--- config.mk ---
export PLATFORM = sky130hd
export DESIGN_NAME = xnor_popcount_mac_scaled_flat
export DESIGN_NICKNAME = d
export VERILOG_FILES = /design/src/hdl/xpm_pkg.sv /design/src/hdl/xpm_if.sv /design/src/hdl/xpm_accum.sv /design/src/hdl/xpm_scale.sv /design/src/hdl/xnor_popcount_mac_scaled.sv /design/src/flat_wrapper.sv
export SDC_FILE = /design/constraint.sdc
export NUM_CORES = 1
export LEC_CHECK = 0
export BUFFER_PORTS_ARGS = -buffer_cell sky130_fd_sc_hd__buf_2
export CAP_MARGIN = 40
export CORE_MARGIN = 1
export CORE_UTILIZATION = 45
export DETAILED_ROUTE_END_ITERATION = 12
export PLACE_DENSITY_LB_ADDON = 0.25
export SETUP_SLACK_MARGIN = 0.4
export SYNTH_ARGS = -nofsm -noshare
export SYNTH_HDL_FRONTEND = slang
export SYNTH_SLANG_ARGS = --single-unit
--- constraint.sdc ---
create_clock -name clock -period 7.2 [get_ports clock]
set_input_delay 0.72 -clock clock [delete_from_list [all_inputs] [get_ports clock]]
set_output_delay 0.72 -clock clock [all_outputs]
set_load 0.005 [all_outputs]
--- src/hdl/xpm_pkg.sv ---
// ----------------------------------------------------------------------------
// xpm_pkg
// Shared widths, bounds and types of the binary dot-product engine.
// ----------------------------------------------------------------------------
package xpm_pkg;

   localparam int WORD_BITS = 32;
   localparam int MAX_WORDS = 4096;
   localparam int SUM_BOUND = MAX_WORDS * WORD_BITS;

   localparam int DOT_W    = 19;
   localparam int ACC_W    = DOT_W + 1;
   localparam int SCALE_W  = 16;
   localparam int SCALED_W = 34;
   localparam int PROD_W   = SCALED_W + 1;
   localparam int ONES_W   = $clog2(WORD_BITS + 1);

   typedef struct packed {
      logic                    valid;
      logic signed [DOT_W-1:0] dot_sum;
      logic [SCALE_W-1:0]      scale_q;
   } sum_stage_type;

endpackage

--- src/hdl/xpm_if.sv ---
// ----------------------------------------------------------------------------
// xpm_if
// Valid/ready channels for word items and dot-product results.
// ----------------------------------------------------------------------------
interface xpm_req_if;
   logic                               valid;
   logic                               ready;
   logic [xpm_pkg::WORD_BITS-1:0]      weight_word;
   logic [xpm_pkg::WORD_BITS-1:0]      act_word;
   logic [xpm_pkg::SCALE_W-1:0]        scale_q;
   logic                               last;

   modport source (output valid, output weight_word, output act_word,
                   output scale_q, output last, input ready);
   modport sink   (input valid, input weight_word, input act_word,
                   input scale_q, input last, output ready);
endinterface

interface xpm_rsp_if;
   logic                                valid;
   logic                                ready;
   logic signed [xpm_pkg::DOT_W-1:0]    dot_sum;
   logic signed [xpm_pkg::SCALED_W-1:0] scaled_result;

   modport source (output valid, output dot_sum, output scaled_result, input ready);
   modport sink   (input valid, input dot_sum, input scaled_result, output ready);
endinterface

--- src/hdl/xpm_accum.sv ---
// ----------------------------------------------------------------------------
// xpm_accum
// Counts XNOR matches of one word pair, adds the bipolar product to the
// saturating running sum and holds the finished sum of a last word.
// ----------------------------------------------------------------------------
module xpm_accum (
   input  logic                              clock,
   input  logic                              reset,
   input  logic                              item_valid,
   input  logic [xpm_pkg::WORD_BITS-1:0]     weight_word,
   input  logic [xpm_pkg::WORD_BITS-1:0]     act_word,
   input  logic [xpm_pkg::SCALE_W-1:0]       scale_q,
   input  logic                              last,
   input  logic                              out_free,
   output logic                              item_taken,
   output xpm_pkg::sum_stage_type            stage
);

   localparam logic signed [xpm_pkg::ACC_W-1:0] SumMax = xpm_pkg::ACC_W'(xpm_pkg::SUM_BOUND);
   localparam logic signed [xpm_pkg::ACC_W-1:0] SumMin = -SumMax;
   localparam int PadW = xpm_pkg::ACC_W - xpm_pkg::ONES_W - 1;

   logic signed [xpm_pkg::DOT_W-1:0] run_sum_ff, run_sum_in;
   xpm_pkg::sum_stage_type           stage_ff, stage_in;
   logic [xpm_pkg::ONES_W-1:0]       ones;
   logic signed [xpm_pkg::ACC_W-1:0] raw_sum;
   logic signed [xpm_pkg::DOT_W-1:0] sat_sum;
   logic                             stage_free;

   assign stage_free = !stage_ff.valid || out_free;
   assign item_taken = item_valid && (!last || stage_free);

   always_comb begin
      ones    = xpm_pkg::ONES_W'($countones(~(weight_word ^ act_word)));
      raw_sum = xpm_pkg::ACC_W'(run_sum_ff) + $signed({{PadW{1'b0}}, ones, 1'b0})
                - xpm_pkg::ACC_W'(xpm_pkg::WORD_BITS);
      if (raw_sum > SumMax) begin
         sat_sum = xpm_pkg::DOT_W'(SumMax);
      end else if (raw_sum < SumMin) begin
         sat_sum = xpm_pkg::DOT_W'(SumMin);
      end else begin
         sat_sum = raw_sum[xpm_pkg::DOT_W-1:0];
      end
   end

   always_comb begin
      run_sum_in = run_sum_ff;
      stage_in   = stage_ff;
      if (out_free) begin
         stage_in.valid = 1'b0;
      end
      if (item_taken) begin
         run_sum_in = last ? '0 : sat_sum;
         if (last) begin
            stage_in.valid   = 1'b1;
            stage_in.dot_sum = sat_sum;
            stage_in.scale_q = scale_q;
         end
      end
   end

   always_ff @(posedge clock) begin
      if (reset) begin
         run_sum_ff     <= '0;
         stage_ff.valid <= 1'b0;
      end else begin
         run_sum_ff     <= run_sum_in;
         stage_ff.valid <= stage_in.valid;
      end
      stage_ff.dot_sum <= stage_in.dot_sum;
      stage_ff.scale_q <= stage_in.scale_q;
   end

   assign stage = stage_ff;

endmodule

--- src/hdl/xpm_scale.sv ---
// ----------------------------------------------------------------------------
// xpm_scale
// Multiplies the finished sum by the filter scale and holds the result
// until the receiver takes the transfer.
// ----------------------------------------------------------------------------
module xpm_scale (
   input  logic                   clock,
   input  logic                   reset,
   input  xpm_pkg::sum_stage_type stage,
   output logic                   out_free,
   xpm_rsp_if.source              rsp
);

   localparam int PadW = xpm_pkg::PROD_W - xpm_pkg::SCALE_W;

   logic                                rsp_valid_ff, rsp_valid_in;
   logic signed [xpm_pkg::DOT_W-1:0]    dot_sum_ff, dot_sum_in;
   logic signed [xpm_pkg::SCALED_W-1:0] scaled_ff, scaled_in;
   logic signed [xpm_pkg::PROD_W-1:0]   sum_ext;
   logic signed [xpm_pkg::PROD_W-1:0]   scale_ext;
   logic signed [xpm_pkg::PROD_W-1:0]   product;

   assign out_free  = !rsp_valid_ff || rsp.ready;
   assign sum_ext   = xpm_pkg::PROD_W'(stage.dot_sum);
   assign scale_ext = $signed({{PadW{1'b0}}, stage.scale_q});
   assign product   = sum_ext * scale_ext;

   always_comb begin
      rsp_valid_in = rsp_valid_ff;
      dot_sum_in   = dot_sum_ff;
      scaled_in    = scaled_ff;
      if (out_free) begin
         rsp_valid_in = stage.valid;
         dot_sum_in   = stage.dot_sum;
         scaled_in    = product[xpm_pkg::SCALED_W-1:0];
      end
   end

   always_ff @(posedge clock) begin
      if (reset) begin
         rsp_valid_ff <= 1'b0;
      end else begin
         rsp_valid_ff <= rsp_valid_in;
      end
      dot_sum_ff <= dot_sum_in;
      scaled_ff  <= scaled_in;
   end

   assign rsp.valid         = rsp_valid_ff;
   assign rsp.dot_sum       = dot_sum_ff;
   assign rsp.scaled_result = scaled_ff;

endmodule

--- src/hdl/xnor_popcount_mac_scaled.sv ---
// ----------------------------------------------------------------------------
// xnor_popcount_mac_scaled
// Binary-network dot-product engine with saturating sum and output scaling.
// ----------------------------------------------------------------------------
// Each transfer on req_chan brings one 32-bit weight word, one 32-bit
// activation word, the filter scale in unsigned Q2.14 and a last flag.
// The block adds 2*popcount(XNOR) - 32 to a running sum that saturates
// at plus or minus 131072. A word with last set closes the dot product:
// one transfer on rsp_chan then carries the sum and the sum times the
// scale in signed Q20.14, and the running sum starts again from zero.
// Words without last produce no transfer on rsp_chan.
// The path is an input register, an accumulate stage and a multiply
// stage with the result register, which a finished sum passes in turn.
// One word is taken every cycle unless a last word waits for a free
// accumulate stage; the running-sum add is the loop that sets that rate.
// When rsp_chan stalls, the result register holds and words that are
// not last keep flowing; a last word waits while a second sum is held.
// Synchronous reset clears the running sum and all pending items.
// ----------------------------------------------------------------------------
module xnor_popcount_mac_scaled (
   input  logic       clock,
   input  logic       reset,
   xpm_req_if.sink    req_chan,
   xpm_rsp_if.source  rsp_chan
);

   logic                              in_valid_ff, in_valid_in;
   logic [xpm_pkg::WORD_BITS-1:0]     weight_ff, weight_in;
   logic [xpm_pkg::WORD_BITS-1:0]     act_ff, act_in;
   logic [xpm_pkg::SCALE_W-1:0]       scale_ff, scale_in;
   logic                              last_ff, last_in;
   logic                              item_taken;
   logic                              out_free;
   xpm_pkg::sum_stage_type            stage;

   assign req_chan.ready = !in_valid_ff || item_taken;

   always_comb begin
      in_valid_in = in_valid_ff && !item_taken;
      weight_in   = weight_ff;
      act_in      = act_ff;
      scale_in    = scale_ff;
      last_in     = last_ff;
      if (req_chan.valid && req_chan.ready) begin
         in_valid_in = 1'b1;
         weight_in   = req_chan.weight_word;
         act_in      = req_chan.act_word;
         scale_in    = req_chan.scale_q;
         last_in     = req_chan.last;
      end
   end

   always_ff @(posedge clock) begin
      if (reset) begin
         in_valid_ff <= 1'b0;
      end else begin
         in_valid_ff <= in_valid_in;
      end
      weight_ff <= weight_in;
      act_ff    <= act_in;
      scale_ff  <= scale_in;
      last_ff   <= last_in;
   end

   xpm_accum u_accum (
      .clock       (clock),
      .reset       (reset),
      .item_valid  (in_valid_ff),
      .weight_word (weight_ff),
      .act_word    (act_ff),
      .scale_q     (scale_ff),
      .last        (last_ff),
      .out_free    (out_free),
      .item_taken  (item_taken),
      .stage       (stage)
   );

   xpm_scale u_scale (
      .clock    (clock),
      .reset    (reset),
      .stage    (stage),
      .out_free (out_free),
      .rsp      (rsp_chan)
   );

endmodule
--- src/flat_wrapper.sv ---
// flat-port wrapper written by rule: the top's interface ports become plain ports
module xnor_popcount_mac_scaled_flat 
  (clock, reset, req_chan_valid, req_chan_weight_word, req_chan_act_word, req_chan_scale_q, req_chan_last, req_chan_ready, rsp_chan_valid, rsp_chan_dot_sum, rsp_chan_scaled_result, rsp_chan_ready);
  xpm_req_if req_chan_i ();
  xpm_rsp_if rsp_chan_i ();
  input  logic clock;
  input  logic reset;
  input wire logic [$bits(req_chan_i.valid)-1:0] req_chan_valid;
  input wire logic [$bits(req_chan_i.weight_word)-1:0] req_chan_weight_word;
  input wire logic [$bits(req_chan_i.act_word)-1:0] req_chan_act_word;
  input wire logic [$bits(req_chan_i.scale_q)-1:0] req_chan_scale_q;
  input wire logic [$bits(req_chan_i.last)-1:0] req_chan_last;
  output wire logic [$bits(req_chan_i.ready)-1:0] req_chan_ready;
  output wire logic [$bits(rsp_chan_i.valid)-1:0] rsp_chan_valid;
  output wire logic [$bits(rsp_chan_i.dot_sum)-1:0] rsp_chan_dot_sum;
  output wire logic [$bits(rsp_chan_i.scaled_result)-1:0] rsp_chan_scaled_result;
  input wire logic [$bits(rsp_chan_i.ready)-1:0] rsp_chan_ready;
  assign req_chan_i.valid = req_chan_valid;
  assign req_chan_i.weight_word = req_chan_weight_word;
  assign req_chan_i.act_word = req_chan_act_word;
  assign req_chan_i.scale_q = req_chan_scale_q;
  assign req_chan_i.last = req_chan_last;
  assign req_chan_ready = req_chan_i.ready;
  assign rsp_chan_valid = rsp_chan_i.valid;
  assign rsp_chan_dot_sum = rsp_chan_i.dot_sum;
  assign rsp_chan_scaled_result = rsp_chan_i.scaled_result;
  assign rsp_chan_i.ready = rsp_chan_ready;
  xnor_popcount_mac_scaled u_core (.clock(clock), .reset(reset), .req_chan(req_chan_i), .rsp_chan(rsp_chan_i));
endmodule
==> results of run 1 <==
## critical path, cell delays in order, from the launching register on
cell and delay (ns):
sky130_fd_sc_hd__edfxtp_1 0.40, sky130_fd_sc_hd__xnor2_1 0.16, sky130_fd_sc_hd__fa_1 0.53, sky130_fd_sc_hd__inv_1 0.05, sky130_fd_sc_hd__fa_1 0.48, sky130_fd_sc_hd__fa_1 0.59
sky130_fd_sc_hd__fa_1 0.44, sky130_fd_sc_hd__fa_1 0.46, sky130_fd_sc_hd__fa_1 0.49, sky130_fd_sc_hd__inv_1 0.04, sky130_fd_sc_hd__ha_2 0.18, sky130_fd_sc_hd__fa_2 0.39
sky130_fd_sc_hd__a21o_1 0.17, sky130_fd_sc_hd__a21oi_2 0.14, sky130_fd_sc_hd__xor2_1 0.15, sky130_fd_sc_hd__ha_1 0.25, sky130_fd_sc_hd__inv_2 0.07, sky130_fd_sc_hd__ha_4 0.20
sky130_fd_sc_hd__o21a_1 0.20, sky130_fd_sc_hd__o31a_4 0.14, sky130_fd_sc_hd__o41ai_4 0.31, sky130_fd_sc_hd__nand3_1 0.21, sky130_fd_sc_hd__a311oi_1 0.41, sky130_fd_sc_hd__o2bb2ai_2 0.18
sky130_fd_sc_hd__a31oi_4 0.06, sky130_fd_sc_hd__buf_12 0.19, sky130_fd_sc_hd__o31ai_2 0.22
## metal layers
layer | part of all wire (%) | global-route usage [%]
met3 | 5.2 | 3.86
met4 | 2.6 | 7.68
met2 | 48 | 33.5
met5 | 0 | 0
met1 | 44 | 26.4
## synthesized netlist by cell type (6+ instances only)
master / instances
sky130_fd_sc_hd__inv_1: 369
sky130_fd_sc_hd__nor3_1: 17
sky130_fd_sc_hd__and3_1: 8
sky130_fd_sc_hd__clkbuf_1: 54
sky130_fd_sc_hd__fa_1: 320
sky130_fd_sc_hd__or3_1: 6
sky130_fd_sc_hd__o21ai_0: 23
sky130_fd_sc_hd__a21oi_1: 33
sky130_fd_sc_hd__edfxtp_1: 169
sky130_fd_sc_hd__dfxtp_1: 22
sky130_fd_sc_hd__o21a_1: 9
sky130_fd_sc_hd__a21o_1: 16
sky130_fd_sc_hd__xnor2_1: 37
sky130_fd_sc_hd__and2_1: 141
sky130_fd_sc_hd__nor2_1: 48
sky130_fd_sc_hd__o211ai_1: 8
sky130_fd_sc_hd__nand3_1: 17
sky130_fd_sc_hd__o31ai_2: 8
sky130_fd_sc_hd__ha_1: 116
sky130_fd_sc_hd__xor2_1: 40
sky130_fd_sc_hd__nor2b_1: 14
sky130_fd_sc_hd__nand2_1: 210
sky130_fd_sc_hd__a211oi_1: 9
## flip-flops by register name, summed over array words and instances (netlist names)
signal                            flops
u_core.u_accum.stage                 36
u_core.u_accum.run_sum_ff            19
u_core.u_scale.rsp.dot_sum           19
u_core.u_scale.rsp.valid              1
u_core.weight_ff                     32
u_core.act_ff                        32
u_core.last_ff                        1
u_core.in_valid_ff                    1
u_core.scale_ff                      16
u_core.u_scale.rsp.scaled_result     34
## through the flow
stage / util [%] / hold WS [ns] / instances / instance area, um2 / TNS (ns)
floorplan: - / 0.400 / 1772 / 19300 / 0
global placement: 49.3 / 0.405 / 2432 / 20700 / 0
detailed placement: 49.4 / 0.405 / 2433 / 20800 / -0.466
CTS: 51.4 / 0.353 / 2484 / 21600 / 0
global route: 52.5 / 0.365 / 2521 / 22100 / -9.04
finish: 52.5 / 0.398 / 2521 / 22100 / -0.118
## layout by cell type, fill, tap and decap left out, types with 16 or more instances in the layout
master / Yosys / layout
sky130_fd_sc_hd__buf_2: 2 / 139
sky130_fd_sc_hd__o21ai_0: 23 / 16
sky130_fd_sc_hd__xor2_1: 40 / 39
sky130_fd_sc_hd__a21o_1: 16 / 16
sky130_fd_sc_hd__clkbuf_16: 0 / 17
sky130_fd_sc_hd__nor3_1: 17 / 16
sky130_fd_sc_hd__a21oi_1: 33 / 30
sky130_fd_sc_hd__nand3_1: 17 / 17
sky130_fd_sc_hd__nand2_1: 210 / 210
sky130_fd_sc_hd__xnor2_1: 37 / 37
sky130_fd_sc_hd__edfxtp_1: 169 / 169
sky130_fd_sc_hd__buf_4: 1 / 84
sky130_fd_sc_hd__inv_1: 369 / 367
sky130_fd_sc_hd__nor2_1: 48 / 48
sky130_fd_sc_hd__dfxtp_1: 22 / 22
sky130_fd_sc_hd__fa_1: 320 / 318
sky130_fd_sc_hd__and2_1: 141 / 140
sky130_fd_sc_hd__ha_1: 116 / 113
## cells by family (layout without fill, tap and decap cells)
family	Yosys count	after routing	synth area share [%]
xor+xnor	77	77	3.51
flops	191	191	28.7
compound gates	149	149	5.88
fa+ha+maj	436	436	40.8
buf+inv	429	639	8.49
simple gates	490	490	12.6
## worst paths after layout
path | from | end | depth (start not counted)
min | req_chan_act_word[20] | u_core.act_ff[20] | 1
max | u_core.act_ff[15] | u_core.u_accum.run_sum_ff[10] | 26
min reg2reg | u_core.scale_ff[5] | u_core.u_accum.stage[5] | 0
max reg2reg | u_core.act_ff[15] | u_core.u_accum.run_sum_ff[10] | 26
## cell type report
type                    instances  area [um2]  share of cell area (%)
flip-flops and latches        191        5520                    25.0
multi-input cells            1152       12200                    55.4
clock buffers                  17         425                    1.93
repair buffers                238        1630                    7.36
well taps                     539         674                    3.05
clock inverters                15         210                   0.952
inverters                     369        1390                    6.27
## repair_timing
item | in CTS | in global routing
endpoints found under the setup margin | 38 | 46
hold endpoints to repair | 0 | 0
resized for setup | 7 | 14
pin swaps | 3 | 4
setup buffers | 19 | 37
==> results.txt, run 1 <==
run status -> finished with violations
failing checks -> negative setup slack
routability congestion estimate -> 0.906
Detailed Routing Iterations Pass 1 -> 7
Clock Latency Late Sink -> 0.49 ns
cell accounting for the most synthesized area -> sky130_fd_sc_hd__fa_1
pre-CTS setup slack -> -0.0633 ns
critical path startpoint category -> flop
Routed Wire Length -> 40000 um
# port buffers -> 139
drt first-iter violations -> 639
mean number of vias per cell -> 5.01
share of the clock period used by the worst path -> 100%
final number of setup-violating endpoints -> 9
HPWL Detailed -> 31700 um
number of register bits inferred by synthesis -> 191
Layout Nets -> 2490
library cell used as clock root buffer -> sky130_fd_sc_hd__clkbuf_16
Total Routing Usage GR -> 20.2%
top-area cell type share of the netlist area -> 33.3%
register area share after synthesis -> 28.7%
setup repair after global routing missed its margin -> yes
number of inserted filler cells in the final layout -> 3767
antenna violations before repair -> 0
Placeable Area -> 42000 um2
Main synth FF type -> sky130_fd_sc_hd__edfxtp_1
Die X-Extent -> 209 um
vias after detailed routing -> 12600
number of global-route vias before repair -> 13700
number of synthesized flops with an enable pin -> 169
Post-DRT Antenna Nets -> 0
DRC viols -> 0
setup ws final -> -0.0211 ns
highest clock frequency the design can meet -> 0.138 GHz
Reg clk slew, reported paths -> 0.08 ns
category of the critical setup timing path -> reg2reg
hold crit path type -> in2reg
clock skew after layout -> 0.0158 ns
Clock Path Buffers -> 2
Synth Area per Inst -> 10.9 um2
number of pins with negative max-slew slack in the final report -> 0
max_cap viols -> 0
leading cell types by total area after synthesis -> sky130_fd_sc_hd__fa_1 33%, sky130_fd_sc_hd__edfxtp_1 26%, sky130_fd_sc_hd__ha_1 7.5%
sink count of the clock tree -> 191
critical path arrival -> 7.63 ns
worst slew pin tran -> 0.969 ns
synthesized cell area -> 19200 um2
fin crit period -> 7.22 ns
Hold Violations, Final -> 0
sum of overflow across all layers after global routing -> 0
Net Count, Synth -> 2293
total number of yosys warnings -> 0
initial standard-cell utilization of the core -> 45.8%
TritonCTS clock tree -> built
Critical Path End Type -> flop
R2R setup slack -> -0.02 ns
largest net degree at the start of global routing -> 60
distinct cell type count of the synthesized netlist -> 68
first-pass GRT wire length -> 68500 um
Max Fanout on Critical Path -> 34
synthesized instance count -> 1772
Synth-to-Final Area Change -> 14.7%
Placement Rows -> 75
Num CTS Buffers -> 17
asr flop ratio synth -> 0%
final routed wire length divided by cell count -> 15.9 um
floorplan die area -> 43600 um2
worst-case headroom to the max-slew limit -> 33.7%
hold_buf cts -> 0
Die Y-Extent -> 209 um
number of top-level pins -> 140
antenna cells -> 0
htree depth -> 4
proportion of layout cells with a drive suffix above 1 -> 16.1%
Worst Path Required -> 7.61 ns
Power of run 1 is left out: the tool's default activity adds up to more than one toggle a clock period on the data nets, which glitch-free logic cannot reach.
==> inputs of run 2 (changes only) <==
--- a/config.mk
+++ b/config.mk
@@ -6,11 +6,11 @@
 export NUM_CORES = 1
 export LEC_CHECK = 0
 export BUFFER_PORTS_ARGS = -buffer_cell sky130_fd_sc_hd__buf_2
-export CAP_MARGIN = 40
 export CORE_MARGIN = 1
 export CORE_UTILIZATION = 45
 export DETAILED_ROUTE_END_ITERATION = 12
 export PLACE_DENSITY_LB_ADDON = 0.25
+export REMOVE_ABC_BUFFERS = 1
 export SETUP_SLACK_MARGIN = 0.4
 export SYNTH_ARGS = -nofsm -noshare
 export SYNTH_HDL_FRONTEND = slang
==> run 2 against run 1 <==
The run still ends with negative setup slack left. Critical path type unchanged. Critical path depth is 1 lower. Design area rose by 0.42%. Sequential share of layout area down 0.11 points. Cell count grew 0.56%. Highest routed layer unchanged. Routed wire length rose by 3.2%. Clock skew increased by 0.00092 ns. Maximum frequency shrank 0.96%.
==> results.txt, run 2 (synthesis results as in run 1) <==
Critical Path End Type -> flop
vias after detailed routing -> 12800 (+1.1%)
Clock Path Buffers -> 2 (unchanged)
WP buf/inv -> 3 (-1)
drt first-iter violations -> 697 (+9.1%)
worst slew pin tran -> 1.01 ns (+0.0434 ns)
Die Y-Extent -> 209 um (unchanged)
critical path arrival -> 7.50 ns (-0.13 ns)
Die X-Extent -> 209 um (unchanged)
non-filler cells, final -> 2535 (+0.56%)
Post-DRT Antenna Nets -> 0 (unchanged)
Max Fanout on Critical Path -> 15 (-56%)
largest net degree at the start of global routing -> 82 (+37%)
RR Endpoint -> u_core.u_accum.stage[30]
cell family contributing the most delay on the critical path -> adder cells
Layout Nets -> 2504 (+0.56%)
Detailed Routing Iterations Pass 1 -> 5 (-2)
R2R setup slack -> -0.09 ns (-0.07 ns)
Worst Path Required -> 7.41 ns (-0.20 ns)
antenna cells -> 0 (unchanged)
sum of overflow across all layers after global routing -> 0 (unchanged)
highest clock frequency the design can meet -> 0.137 GHz (-0.96%)
fin crit period -> 7.29 ns (+0.0698 ns)
number of placed instances, taps included -> 2459 (+1.1%)
M3 GR Usage -> 2.68% (-1.2 points)
startpoint of the worst hold path -> req_chan_weight_word[3]
HPWL Detailed -> 33000 um (+4.2%)
Num CTS Buffers -> 17 (unchanged)
slowest CP cell -> sky130_fd_sc_hd__fa_1
cell mode on critical path -> sky130_fd_sc_hd__fa_1
Routed Wire Length -> 41300 um (+3.2%)
first-pass GRT wire length -> 69500 um (+1.5%)
leading cell type in the layout, fill and taps excluded -> sky130_fd_sc_hd__inv_1
floorplan die area -> 43600 um2 (unchanged)
met2 layer usage reported by global route -> 35.3% (+1.8 points)
initial standard-cell utilization of the core -> 45.8% (unchanged)
critical path startpoint category -> flop
routability congestion estimate -> 0.886 (-2.3%)
antenna violations before repair -> 0 (unchanged)
number of top-level pins -> 140 (unchanged)
number of flip-flops under the largest register name -> 36 (unchanged)
number of cells on the worst reg-to-reg path -> 25 (-3.8%)
number of global-route vias before repair -> 13900 (+1.4%)
number of pins with negative max-slew slack in the final report -> 0 (unchanged)
Hold Violations, Final -> 0 (unchanged)
final number of setup-violating endpoints -> 30 (+21)
mean number of vias per cell -> 5.04 (+0.49%)
worst hold stages -> 1 (unchanged)
Placeable Area -> 42000 um2 (unchanged)
worst-case headroom to the max-slew limit -> 32.5% (-1.2 points)
area of all placed cells without fillers -> 22200 um2 (+0.42%)
run status -> finished with violations
sink count of the clock tree -> 191 (unchanged)
Critical Path Max Stage Delay -> 0.58 ns (about the same)
max_cap viols -> 0 (unchanged)
startpoint of the worst register-to-register path -> u_core.weight_ff[5]
proportion of layout cells with a drive suffix above 1 -> 16.7% (+0.59 points)
share of the clock period used by the worst path -> 101% (+0.97 points)
global route hottest layer -> met2
# port buffers -> 139 (unchanged)
DRC viols -> 0 (unchanged)
Total Routing Usage GR -> 20.4% (+0.18 points)
Cell Area, Placed -> 20900 um2 (+0.61%)
GR met1 Demand/Resource -> 26.6% (+0.19 points)
failing checks -> negative setup slack
endpoint of the worst hold-timing path -> u_core.weight_ff[3]
Placement Rows -> 75 (unchanged)
Reg clk slew, reported paths -> 0.08 ns (about the same)
htree depth -> 4 (unchanged)
final routed wire length divided by cell count -> 16.3 um (+2.7%)
hold crit path type -> in2reg
clock skew after layout -> 0.0167 ns (+0.000920 ns)
TritonCTS clock tree -> built
top library cells by usage in the layout, fill and taps aside -> 366 x sky130_fd_sc_hd__inv_1, 318 x sky130_fd_sc_hd__fa_1, 210 x sky130_fd_sc_hd__nand2_1
library cell used as clock root buffer -> sky130_fd_sc_hd__clkbuf_16
category of the critical setup timing path -> reg2reg
setup repair after global routing missed its margin -> yes
Clock Latency Late Sink -> 0.47 ns (-0.02 ns)
Synth-to-Final Area Change -> 15.2%
setup ws final -> -0.0909 ns (-0.0698 ns)
worst hold slack -> 0.418 ns (+0.0206 ns)
run 2: cell types whose count changed in the layout (fill, tap and decap cells not counted), sizes merged:
cell,previous run,this run
clkinvlp,2,1
buf,238,252
clkinv,6,7
run 2: per-stage QoR:
| stage | setup TNS [ns] | utilization [%] | setup WS, ns |
|---|---|---|---|
| finish | -1.49 | 52.7 | -0.0909 |
| global route | -9.84 | 52.7 | -0.342 |
| CTS | -0.569 | 52.1 | -0.0537 |
| detailed placement | -8.28 | 49.7 | -0.301 |
| global placement | -3.14 | 49.7 | -0.146 |
| floorplan | -16.65 | - | -0.555 |
run 2: timing repair:
action / CTS / global route
pin swaps: 19 / 4
cloned: 1 / 0
hold buffers: 0 / 0
gates resized for setup: 29 / 11
endpoints found under the setup margin: 38 / 45
setup buffers: 22 / 21
run 2: worst max path at each step:
stage	endpoint	cells after the start	start
after floorplan	u_core.u_accum.stage[30]	24	u_core.act_ff[27]
after global placement	u_core.u_accum.run_sum_ff[1]	25	u_core.act_ff[15]
after detailed placement	u_core.u_accum.run_sum_ff[7]	24	u_core.act_ff[27]
after CTS	u_core.u_accum.run_sum_ff[14]	25	u_core.weight_ff[5]
after global routing	u_core.u_accum.stage[30]	25	u_core.weight_ff[5]
final	u_core.u_accum.stage[30]	25	u_core.weight_ff[5]
run 2: area by class of cell:
type | count | area [um2]
fillers | 3766 | 19900
clock buffers | 17 | 425
inverters | 369 | 1390
clock inverters | 15 | 230
well taps | 539 | 674
multi-input cells | 1152 | 12300
flip-flops and latches | 191 | 5520
repair buffers | 252 | 1670
run 2: worst register-to-register path, cell delays in order (launching register included):
cell	delay, ns
sky130_fd_sc_hd__edfxtp_1	0.43
sky130_fd_sc_hd__xor2_2	0.21
sky130_fd_sc_hd__fa_1	0.51
sky130_fd_sc_hd__fa_1	0.58
sky130_fd_sc_hd__fa_1	0.45
sky130_fd_sc_hd__fa_1	0.53
sky130_fd_sc_hd__fa_1	0.43
sky130_fd_sc_hd__fa_1	0.51
sky130_fd_sc_hd__inv_2	0.05
sky130_fd_sc_hd__ha_4	0.16
sky130_fd_sc_hd__fa_2	0.38
sky130_fd_sc_hd__a21o_1	0.17
sky130_fd_sc_hd__a21oi_2	0.14
sky130_fd_sc_hd__xor2_1	0.16
sky130_fd_sc_hd__ha_1	0.25
sky130_fd_sc_hd__inv_2	0.07
sky130_fd_sc_hd__ha_4	0.20
sky130_fd_sc_hd__o21a_1	0.21
sky130_fd_sc_hd__o31a_4	0.14
sky130_fd_sc_hd__o41ai_4	0.33
sky130_fd_sc_hd__a211o_1	0.24
sky130_fd_sc_hd__a311oi_1	0.12
sky130_fd_sc_hd__o2bb2ai_2	0.20
sky130_fd_sc_hd__a31oi_4	0.29
sky130_fd_sc_hd__buf_6	0.21
sky130_fd_sc_hd__nor2_1	0.06
run 2: routing by layer:
layer,part of all wire [%],wire [um]
met1,44,18100
met2,50,20700
met4,2.1,874
met5,0,0
met3,3.9,1620
Power of run 2 is left out for the same reason.
==> inputs of run 3 (changes only) <==
--- a/config.mk
+++ b/config.mk
@@ -7,7 +7,7 @@
 export LEC_CHECK = 0
 export BUFFER_PORTS_ARGS = -buffer_cell sky130_fd_sc_hd__buf_2
 export CORE_MARGIN = 1
-export CORE_UTILIZATION = 45
+export CORE_UTILIZATION = 43
 export DETAILED_ROUTE_END_ITERATION = 12
 export PLACE_DENSITY_LB_ADDON = 0.25
 export REMOVE_ABC_BUFFERS = 1
==> run 3 against run 2 <==
The run still ends with negative setup slack left. Worst setup slack worse by 0.013 ns. First-iteration DRC count shrank 9.0%. Highest routed layer unchanged. Utilization fell by 2.4 points. Register-to-register slack hardly changed.
==> results.txt, run 3 (synthesis results as in run 1) <==
run status -> finished with violations
failing checks -> negative setup slack
non-filler cells, final -> 2586 (+2.0%)
Critical Path End Type -> flop
RR Endpoint -> u_core.u_accum.stage[30]
number of placed instances, taps included -> 2507 (+2.0%)
Die X-Extent -> 214 um (+2.3%)
Synth-to-Final Area Change -> 15.8%
clock skew after layout -> 0.0130 ns (-0.00363 ns)
number of top-level pins -> 140 (unchanged)
proportion of layout cells with a drive suffix above 1 -> 17.3% (+0.57 points)
initial standard-cell utilization of the core -> 43.5% (-2.3 points)
top library cells by usage in the layout, fill and taps aside -> 365 x sky130_fd_sc_hd__inv_1, 318 x sky130_fd_sc_hd__fa_1, 209 x sky130_fd_sc_hd__nand2_1
max_cap viols -> 0 (unchanged)
worst hold stages -> 1 (unchanged)
Total Routing Usage GR -> 19.8% (-0.61 points)
setup repair after global routing missed its margin -> yes
worst slew pin tran -> 1.09 ns (+0.0737 ns)
hold crit path type -> in2reg
drt first-iter violations -> 634 (-9.0%)
Clock Latency Late Sink -> 0.48 ns (about the same)
Worst Path Required -> 7.43 ns (+0.02 ns)
htree depth -> 4 (unchanged)
sum of overflow across all layers after global routing -> 0 (unchanged)
startpoint of the worst register-to-register path -> u_core.act_ff[11]
sink count of the clock tree -> 191 (unchanged)
DRC viols -> 0 (unchanged)
Clock Path Buffers -> 2 (unchanged)
Num CTS Buffers -> 17 (unchanged)
leading cell type in the layout, fill and taps excluded -> sky130_fd_sc_hd__inv_1
library cell used as clock root buffer -> sky130_fd_sc_hd__clkbuf_16
number of cells on the worst reg-to-reg path -> 26 (+4.0%)
critical path arrival -> 7.53 ns (+0.03 ns)
Post-DRT Antenna Nets -> 0 (unchanged)
# port buffers -> 139 (unchanged)
number of flip-flops under the largest register name -> 36 (unchanged)
fin crit period -> 7.30 ns (+0.0132 ns)
Placeable Area -> 44200 um2 (+5.2%)
share of the clock period used by the worst path -> 101% (+0.18 points)
worst-case headroom to the max-slew limit -> 25.7% (-6.8 points)
critical path startpoint category -> flop
antenna cells -> 0 (unchanged)
final routed wire length divided by cell count -> 16.1 um (-1.5%)
Placement Rows -> 77 (+2.7%)
highest clock frequency the design can meet -> 0.137 GHz (-0.18%)
pre-CTS setup slack -> -0.309 ns (-0.00776 ns)
Die Y-Extent -> 214 um (+2.3%)
setup ws final -> -0.104 ns (-0.0132 ns)
Routed Wire Length -> 41500 um (+0.47%)
final number of setup-violating endpoints -> 30 (unchanged)
TritonCTS clock tree -> built
core occupancy in the finished layout -> 50.4% (-2.4 points)
Reg clk slew, reported paths -> 0.08 ns (about the same)
vias after detailed routing -> 12600 (-1.1%)
number of inserted filler cells in the final layout -> 3999 (+6.2%)
number of global-route vias before repair -> 13500 (-2.6%)
mean number of vias per cell -> 4.88 (-3.1%)
sum of negative setup slack -> -2.29 ns (-0.799 ns)
endpoint of the worst hold-timing path -> u_core.weight_ff[8]
Layout Nets -> 2502 (-0.080%)
category of the critical setup timing path -> reg2reg
number of pins with negative max-slew slack in the final report -> 0 (unchanged)
Detailed Routing Iterations Pass 1 -> 5 (unchanged)
HPWL Detailed -> 32600 um (-1.2%)
largest net degree at the start of global routing -> 82 (unchanged)
antenna violations before repair -> 0 (unchanged)
first-pass GRT wire length -> 68800 um (-0.95%)
startpoint of the worst hold path -> req_chan_weight_word[8]
Max Fanout on Critical Path -> 12 (-3)
routability congestion estimate -> 0.874 (-1.3%)
R2R setup slack -> -0.10 ns (about the same)
Hold Violations, Final -> 0 (unchanged)
floorplan die area -> 45600 um2 (+4.6%)
-- run 3: cell types whose count changed in the layout (fill, tap and decap cells not counted), moves of 3 or more --
cell                       previous run  this run
sky130_fd_sc_hd__o31ai_2              8        11
sky130_fd_sc_hd__clkinv_8             6         3
sky130_fd_sc_hd__a211oi_2             1         4
sky130_fd_sc_hd__buf_12               9        12
sky130_fd_sc_hd__nor2_1              48        45
sky130_fd_sc_hd__buf_4              100        96
sky130_fd_sc_hd__o21ai_0             17        20
sky130_fd_sc_hd__nor2_2               0         3
-- run 3: layout make-up --
type                       count  area, um2  area share, %
inverter                     369       1390           6.22
tap                          592        741           3.33
multi-input combinational   1152      12300           55.3
timing repair buffer         250       1700           7.65
sequential                   191       5520           24.8
clock buffer                  18        429           1.93
clock inverter                14        170          0.764
-- run 3: stage by stage --
step	hold slack (ns)	area, um2
floorplan	0.400	19000
global placement	0.404	20900
detailed placement	0.406	20900
CTS	0.373	21900
global route	0.376	22300
finish	0.410	22300
-- run 3: critical path: stages, from the launching register on --
cell and delay [ns]:
sky130_fd_sc_hd__edfxtp_1 0.43, sky130_fd_sc_hd__xnor2_2 0.17, sky130_fd_sc_hd__fa_1 0.57, sky130_fd_sc_hd__inv_2 0.05, sky130_fd_sc_hd__fa_1 0.54, sky130_fd_sc_hd__fa_1 0.45, sky130_fd_sc_hd__fa_1 0.52, sky130_fd_sc_hd__fa_1 0.44
sky130_fd_sc_hd__fa_1 0.51, sky130_fd_sc_hd__inv_2 0.05, sky130_fd_sc_hd__ha_4 0.16, sky130_fd_sc_hd__fa_2 0.38, sky130_fd_sc_hd__a21o_1 0.17, sky130_fd_sc_hd__a21oi_2 0.14, sky130_fd_sc_hd__xor2_1 0.15, sky130_fd_sc_hd__ha_1 0.25
sky130_fd_sc_hd__inv_2 0.07, sky130_fd_sc_hd__ha_4 0.19, sky130_fd_sc_hd__o21a_1 0.20, sky130_fd_sc_hd__o31a_4 0.15, sky130_fd_sc_hd__o41ai_4 0.32, sky130_fd_sc_hd__a211o_1 0.26, sky130_fd_sc_hd__a311oi_2 0.13, sky130_fd_sc_hd__o2bb2ai_2 0.20
sky130_fd_sc_hd__a31oi_4 0.32, sky130_fd_sc_hd__buf_12 0.18, sky130_fd_sc_hd__nor2_1 0.06
-- run 3: per-layer routing --
metal	GRT usage (%)	wire (um)	vias to the layer above
met5	0	0	-
met4	6.33	831	0
met3	3.66	1840	47
met2	33.7	20500	288
met1	25.6	18400	6328
li1	-	-	5960
-- run 3: what timing repair did --
action | in CTS | in global routing
resized for setup | 25 | 25
buffers inserted | 19 | 25
cloned | 1 | 2
setup endpoints to repair | 38 | 47
hold buffers | 0 | 0
endpoints found under the hold margin | 0 | 0
pin swaps | 14 | 14
-- run 3: worst max-delay path by stage --
stage | start | end | slack, ns | depth (start not counted)
6_report | u_core.act_ff[11] | u_core.u_accum.stage[30] | -0.10 | 26
5_1_grt | u_core.act_ff[11] | u_core.u_accum.run_sum_ff[14] | -0.39 | 26
4_1_cts | u_core.act_ff[11] | u_core.u_accum.stage[30] | -0.22 | 26
3_5_place_dp | u_core.weight_ff[15] | u_core.u_accum.stage[32] | -0.31 | 26
3_3_place_gp | u_core.act_ff[15] | u_core.u_accum.run_sum_ff[14] | -0.14 | 26
2_1_floorplan | u_core.act_ff[27] | u_core.u_accum.stage[30] | -0.56 | 24
Power of run 3 is left out for the same reason.
